File: config.mk
export PLATFORM = sky130hd
export DESIGN_NAME = sc2a_flag_unit
export DESIGN_NICKNAME = d
export VERILOG_FILES = /design/src/hdl/sc2a_pkg.sv /design/src/hdl/sc2a_flag_unit.sv
export SDC_FILE = /design/constraint.sdc
export NUM_CORES = 1
export LEC_CHECK = 0
export BUFFER_PORTS_ARGS = -buffer_cell sky130_fd_sc_hd__buf_4
export CAP_MARGIN = 10
export CORE_MARGIN = 5
export CORE_UTILIZATION = 38
export CTS_BUF_LIST = sky130_fd_sc_hd__clkbuf_4
export DETAILED_ROUTE_END_ITERATION = 16
export GPL_ROUTABILITY_DRIVEN = 0
export MAX_ROUTING_LAYER = met4
export PLACE_DENSITY = 0.74
export SLEW_MARGIN = 20
export SYNTH_ARGS = -nofsm -noshare
export SYNTH_HDL_FRONTEND = slang
export SYNTH_SLANG_ARGS = --single-unit
File: constraint.sdc
create_clock -name clk -period 1.45 [get_ports clk]
set_clock_uncertainty 0.2 [all_clocks]
set_input_delay 0 -clock clk [delete_from_list [all_inputs] [get_ports clk]]
set_output_delay 0 -clock clk [all_outputs]
set_load 0.01 [all_outputs]
File: src/hdl/sc2a_pkg.sv
// ----------------------------------------------------------------------------
// sc2a_pkg
// shared types, scancode constants and the set-1 key map for the scancode
// decoder
// ----------------------------------------------------------------------------
package sc2a_pkg;

  typedef enum logic [3:0] {
    ACT_NONE      = 4'd0,
    ACT_CHAR      = 4'd1,
    ACT_ENDLINE   = 4'd2,
    ACT_BACKSPACE = 4'd3,
    ACT_UP        = 4'd4,
    ACT_DOWN      = 4'd5,
    ACT_LEFT      = 4'd6,
    ACT_RIGHT     = 4'd7,
    ACT_CAPS      = 4'd8
  } act_t;

  // what a scancode byte means when no extended prefix is pending
  typedef enum logic [3:0] {
    KC_NONE,
    KC_LETTER,
    KC_SYMBOL,
    KC_ENTER,
    KC_BACKSPACE,
    KC_CAPS,
    KC_SHIFT_MAKE,
    KC_SHIFT_BREAK,
    KC_PREFIX
  } kclass_t;

  typedef struct packed {
    kclass_t     kclass;
    logic [6:0]  plain_char;
    logic [6:0]  shift_char;
    act_t        ext_action;  // action when the byte follows a prefix
  } keymap_entry_t;

  typedef struct packed {
    act_t        action;
    logic [6:0]  char_out;
    logic        shift_held;
    logic        caps_on;
  } result_t;

  localparam logic [7:0] SC_PREFIX      = 8'hE0;
  localparam logic [7:0] SC_LSHIFT_MAKE = 8'h2A;
  localparam logic [7:0] SC_RSHIFT_MAKE = 8'h36;
  localparam logic [7:0] SC_LSHIFT_BRK  = 8'hAA;
  localparam logic [7:0] SC_RSHIFT_BRK  = 8'hB6;
  localparam logic [7:0] SC_CAPS        = 8'h3A;
  localparam logic [7:0] SC_ENTER       = 8'h1C;
  localparam logic [7:0] SC_BACKSPACE   = 8'h0E;
  localparam logic [7:0] SC_UP          = 8'h48;
  localparam logic [7:0] SC_DOWN        = 8'h50;
  localparam logic [7:0] SC_LEFT        = 8'h4B;
  localparam logic [7:0] SC_RIGHT       = 8'h4D;

  localparam logic [6:0] ASCII_NEWLINE  = 7'h0A;
  localparam logic [6:0] ASCII_CASE_BIT = 7'h20;

  localparam keymap_entry_t KEYMAP_BLANK = '{
    kclass: KC_NONE, plain_char: 7'h00, shift_char: 7'h00, ext_action: ACT_NONE
  };

  function automatic keymap_entry_t mk_letter(input logic [6:0] c);
    keymap_entry_t e;
    e = KEYMAP_BLANK;
    e.kclass     = KC_LETTER;
    e.plain_char = c;
    return e;
  endfunction

  function automatic keymap_entry_t mk_sym(input logic [6:0] p, input logic [6:0] s);
    keymap_entry_t e;
    e = KEYMAP_BLANK;
    e.kclass     = KC_SYMBOL;
    e.plain_char = p;
    e.shift_char = s;
    return e;
  endfunction

  function automatic keymap_entry_t mk_class(input kclass_t k);
    keymap_entry_t e;
    e = KEYMAP_BLANK;
    e.kclass = k;
    return e;
  endfunction

  function automatic keymap_entry_t mk_arrow(input act_t a);
    keymap_entry_t e;
    e = KEYMAP_BLANK;
    e.ext_action = a;
    return e;
  endfunction

  function automatic keymap_entry_t keymap_lookup(input logic [7:0] code);
    keymap_entry_t e;
    unique case (code)
      // letters
      8'h1E: e = mk_letter(7'h61);
      8'h30: e = mk_letter(7'h62);
      8'h2E: e = mk_letter(7'h63);
      8'h20: e = mk_letter(7'h64);
      8'h12: e = mk_letter(7'h65);
      8'h21: e = mk_letter(7'h66);
      8'h22: e = mk_letter(7'h67);
      8'h23: e = mk_letter(7'h68);
      8'h17: e = mk_letter(7'h69);
      8'h24: e = mk_letter(7'h6A);
      8'h25: e = mk_letter(7'h6B);
      8'h26: e = mk_letter(7'h6C);
      8'h32: e = mk_letter(7'h6D);
      8'h31: e = mk_letter(7'h6E);
      8'h18: e = mk_letter(7'h6F);
      8'h19: e = mk_letter(7'h70);
      8'h10: e = mk_letter(7'h71);
      8'h13: e = mk_letter(7'h72);
      8'h1F: e = mk_letter(7'h73);
      8'h14: e = mk_letter(7'h74);
      8'h16: e = mk_letter(7'h75);
      8'h2F: e = mk_letter(7'h76);
      8'h11: e = mk_letter(7'h77);
      8'h2D: e = mk_letter(7'h78);
      8'h15: e = mk_letter(7'h79);
      8'h2C: e = mk_letter(7'h7A);
      // top-row digits, us layout shifted forms
      8'h02: e = mk_sym(7'h31, 7'h21);
      8'h03: e = mk_sym(7'h32, 7'h40);
      8'h04: e = mk_sym(7'h33, 7'h23);
      8'h05: e = mk_sym(7'h34, 7'h24);
      8'h06: e = mk_sym(7'h35, 7'h25);
      8'h07: e = mk_sym(7'h36, 7'h5E);
      8'h08: e = mk_sym(7'h37, 7'h26);
      8'h09: e = mk_sym(7'h38, 7'h2A);
      8'h0A: e = mk_sym(7'h39, 7'h28);
      8'h0B: e = mk_sym(7'h30, 7'h29);
      // symbols and space
      8'h29: e = mk_sym(7'h60, 7'h7E);
      8'h0C: e = mk_sym(7'h2D, 7'h5F);
      8'h0D: e = mk_sym(7'h3D, 7'h2B);
      8'h1A: e = mk_sym(7'h5B, 7'h7B);
      8'h1B: e = mk_sym(7'h5D, 7'h7D);
      8'h2B: e = mk_sym(7'h5C, 7'h7C);
      8'h27: e = mk_sym(7'h3B, 7'h3A);
      8'h39: e = mk_sym(7'h20, 7'h20);
      // control keys
      SC_ENTER:       e = mk_class(KC_ENTER);
      SC_BACKSPACE:   e = mk_class(KC_BACKSPACE);
      SC_CAPS:        e = mk_class(KC_CAPS);
      SC_LSHIFT_MAKE: e = mk_class(KC_SHIFT_MAKE);
      SC_RSHIFT_MAKE: e = mk_class(KC_SHIFT_MAKE);
      SC_LSHIFT_BRK:  e = mk_class(KC_SHIFT_BREAK);
      SC_RSHIFT_BRK:  e = mk_class(KC_SHIFT_BREAK);
      SC_PREFIX:      e = mk_class(KC_PREFIX);
      // extended arrow keys
      SC_UP:          e = mk_arrow(ACT_UP);
      SC_DOWN:        e = mk_arrow(ACT_DOWN);
      SC_LEFT:        e = mk_arrow(ACT_LEFT);
      SC_RIGHT:       e = mk_arrow(ACT_RIGHT);
      default:        e = KEYMAP_BLANK;
    endcase
    return e;
  endfunction

endpackage

File: src/hdl/sc2a_flag_unit.sv
// ----------------------------------------------------------------------------
// sc2a_flag_unit
// prefix, shift and caps flags; turns a key map entry into a result
// ----------------------------------------------------------------------------
module sc2a_flag_unit (
  input  logic                    clk,
  input  logic                    rst,
  input  logic                    fire,
  input  sc2a_pkg::keymap_entry_t entry,
  output sc2a_pkg::result_t       result
);

  logic extended_pending, extended_pending_next;
  logic shift_flag, shift_flag_next;
  logic caps_flag, caps_flag_next;

  always_comb begin
    extended_pending_next = extended_pending;
    caps_flag_next        = caps_flag;
    result.action         = sc2a_pkg::ACT_NONE;
    result.char_out       = 7'h00;

    // shift codes count even right after a prefix
    case (entry.kclass)
      sc2a_pkg::KC_SHIFT_MAKE:  shift_flag_next = 1'b1;
      sc2a_pkg::KC_SHIFT_BREAK: shift_flag_next = 1'b0;
      default:                  shift_flag_next = shift_flag;
    endcase

    if (entry.kclass == sc2a_pkg::KC_PREFIX) begin
      extended_pending_next = 1'b1;
    end else if (extended_pending) begin
      extended_pending_next = 1'b0;
      result.action         = entry.ext_action;
    end else begin
      case (entry.kclass)
        sc2a_pkg::KC_ENTER: begin
          if (shift_flag_next) begin
            result.action   = sc2a_pkg::ACT_CHAR;
            result.char_out = sc2a_pkg::ASCII_NEWLINE;
          end else begin
            result.action   = sc2a_pkg::ACT_ENDLINE;
          end
        end
        sc2a_pkg::KC_LETTER: begin
          result.action   = sc2a_pkg::ACT_CHAR;
          result.char_out = (shift_flag_next ^ caps_flag)
                            ? (entry.plain_char & ~sc2a_pkg::ASCII_CASE_BIT)
                            : entry.plain_char;
        end
        sc2a_pkg::KC_SYMBOL: begin
          result.action   = sc2a_pkg::ACT_CHAR;
          result.char_out = shift_flag_next ? entry.shift_char : entry.plain_char;
        end
        sc2a_pkg::KC_BACKSPACE: begin
          result.action = sc2a_pkg::ACT_BACKSPACE;
        end
        sc2a_pkg::KC_CAPS: begin
          caps_flag_next = ~caps_flag;
          result.action  = sc2a_pkg::ACT_CAPS;
        end
        default: begin
          result.action = sc2a_pkg::ACT_NONE;
        end
      endcase
    end

    result.shift_held = shift_flag_next;
    result.caps_on    = caps_flag_next;
  end

  always_ff @(posedge clk) begin
    if (rst) begin
      extended_pending <= 1'b0;
      shift_flag       <= 1'b0;
      caps_flag        <= 1'b0;
    end else if (fire) begin
      extended_pending <= extended_pending_next;
      shift_flag       <= shift_flag_next;
      caps_flag        <= caps_flag_next;
    end
  end

endmodule

==> results.yml <==
logic_synthesis:
  syn-num-nets: 107
  ys_seq_area_share_pct: 10.48
  syn_inst: 82
  ys_ff_latch: 3
  yosysUniqueCellTypes: 39
  synth_area_um2: 573.1
  ys_warn_count: 0
  postSynthAreaPerCell_um2: 6.988
floorplan:
  fp.dieArea_um2: 2385
  core_um2: 1471
  pin_count: 38
  die_w_um: 48.84
  chipHeight_um: 48.84
  rows: 14
  start_util_pct: 38.95
finish:
  nNetsFinal: 154
  design_area_um2: 1026
  diodes: 0
  layout_common_cells: "45 x buf_4, 7 x a21oi_1, 6 x nor2_1, 5 x nand2_1, 5 x nand3_1"
  area_delta_synth_final_pct: 79.04
  drive_gt1_share_pct: 49.22
  final_common_cell: "buf_4"
  stdcell_count: 144
status:
  violations: "negative setup slack"
  status: "finished with violations"
power_and_ir_drop:
  leakage_nw: 0.4516
  peakVddDrop_v: 0.0004538
  powerDensity_nw_per_um2: 442.1
clock_tree:
  cts_tree: "yes"
  cts_max_level: 1
  clock_path_buffers: 2
  clk_latency_ps: 240
  root_buffer: "clkbuf_4"
  cts_sinks: 3
  cts_buffers: 3
  clk_pin_slew_ps: 40
critical_path:
  crit_path_end_kind: "output pin"
  critPathLaunchType: "flip-flop"
  cp.required_ps: 1250
  arrival_ps: 1430
  critPathKind: "flip-flop to output pin"
  crit_path_max_fanout: 4
global_routing:
  grt_overflow: 0
  grt_pass1_wl_mm: 3.305
  grtUsageTotal_pct: 17.00
  antenna_found_initial: 0
  grt_max_degree: 17
  grt_pass1_vias: 762
route:
  routed_wl_mm: 2.053
  viasPerCell: 5.632
  detail-route-antenna-nets: 0
  vias: 811
  drcViolationCount: 0
  dr.first_iter.drc_count: 16
  wire_per_inst_um: 14.26
  drtPass1Iterations: 4
placement:
  place_inst: 135
  place_hpwl_mm: 1.490
  place_area_um2: 899.6
  io_buffers: 37
timing:
  fin_crit_ps: 1627
  fmax_mhz: 614.6
  finalWorstSetupSlack_ps: -177.1
  finalCritPeriodShare_pct: 112.2
  rsz0062_at_grt: "yes"
  hold_viol_final: 0
  setup_violations: 10
  tightest_slew_ps: 315.2
  maxSlewViolCount: 0
  max_slew_margin_pct: 78.83
run:
  drv_cap: 0
hold_path:
  hold_path.class: "primary input to flip-flop"
-- per-stage QoR --
| step | util, % | setup TNS [ps] | setup WS, ps | power [mW] | hold slack [ps] |
|---|---|---|---|---|---|
| final | 69.73 | -656.0 | -177.1 | 0.4536 | 53.99 |
| after global routing | 69.73 | -1554 | -211.9 | 0.4896 | 74.66 |
| after CTS | 67.35 | -769.6 | -172.9 | 0.4472 | 41.50 |
| after detailed placement | 61.14 | -143.2 | -112.7 | 0.2648 | -12.10 |
| after global placement | 61.14 | -183.5 | -125.3 | 0.2612 | -12.02 |
| after floorplan | - | 0 | 57.28 | 0.1707 | -130.9 |
-- critical path, stage by stage (launching register included) --
cell and delay (ps):
dfxtp_2 340, or4b_4 510, o31ai_2 190, buf_4 150
-- sequential cells by signal, summed over array words and instances, names as in the netlist --
| name | cells |
|---|---|
| caps_flag | 1 |
| extended_pending | 1 |
| shift_flag | 1 |
-- repair_timing --
action	in CTS	in global routing
pin swaps	4	1
endpoints found under the setup margin	11	12
hold endpoints to repair	3	0
setup buffers	0	1
gates resized for setup	6	6
hold buffers	4	0
-- path summary, 6_finish.rpt --
path	from	end	slack [ps]	depth (start not counted)
max	extended_pending$_SDFFE_PP0P_	result[7]	-180	3
min reg2reg	caps_flag$_SDFFE_PP0P_	caps_flag$_SDFFE_PP0P_	430	2
max reg2reg	extended_pending$_SDFFE_PP0P_	caps_flag$_SDFFE_PP0P_	20	4
min	entry[21]	extended_pending$_SDFFE_PP0P_	50	4
-- synth_stat cells, drive strengths merged --
library cell | n | area [µm²]
xnor2 | 1 | 8.760
nor4b | 1 | 8.760
o31a | 1 | 8.760
clkbuf | 4 | 15.01
inv | 3 | 11.26
o22ai | 1 | 6.260
or4b | 2 | 20.02
a31oi | 1 | 6.260
o311ai | 1 | 8.760
nand3b | 1 | 7.510
a311oi | 1 | 8.760
a21oi | 7 | 35.03
nand3 | 5 | 25.02
buf | 4 | 22.52
mux2i | 4 | 40.04
nor3b | 3 | 22.52
dfxtp | 3 | 60.06
mux2 | 2 | 22.52
nand2 | 6 | 22.52
nand4 | 2 | 12.51
o211ai | 4 | 30.03
nor2 | 6 | 22.52
o21ai | 2 | 10.01
nor2b | 2 | 12.51
o22a | 2 | 17.52
nor3 | 1 | 5.000
and3b | 2 | 17.52
o31ai | 2 | 20.02
or2 | 1 | 6.260
nand2b | 1 | 6.260
o21a | 1 | 7.510
a21boi | 2 | 15.02
and4bb | 1 | 12.51
o41ai | 1 | 8.760
or3b | 1 | 8.760
-- layer usage --
metal / wire [µm] / global-route usage (%)
met2: 1021 / 28.04
met3: 119 / 5.505
met4: 16 / 5.381
met1: 896 / 19.34
met5: 0 / -
-- power breakdown --
| part | switching (mW) | leakage, nW | total (mW) | internal, mW |
|---|---|---|---|---|
| Clock | 0.0455 | 0.0184 | 0.167 | 0.122 |
| Sequential | 0.00278 | 0.0256 | 0.0867 | 0.0840 |
| Combinational | 0.0876 | 0.408 | 0.200 | 0.112 |
| Total | 0.136 | 0.452 | 0.454 | 0.318 |
-- logic make-up after synthesis --
kind of cell,count (synthesis),share of synthesized area (%)
xor gates and xnor gates,1,1.529
AOI/OAI and AO/OA,26,31.88
DFF,3,10.48
buffers and inverters,11,8.514
and+or+nand+nor,35,36.68
muxes,6,10.92
-- cell type report --
type,count,area (µm²)
Multi-Input combinational cell,68,510.5
Sequential cell,3,65.06
Inverter,3,11.26
Tap cell,16,20.02
Clock buffer,4,30.03
Timing Repair Buffer,50,389.1
Fill cell,135,445.4
(Power assumes the default switching activity.)
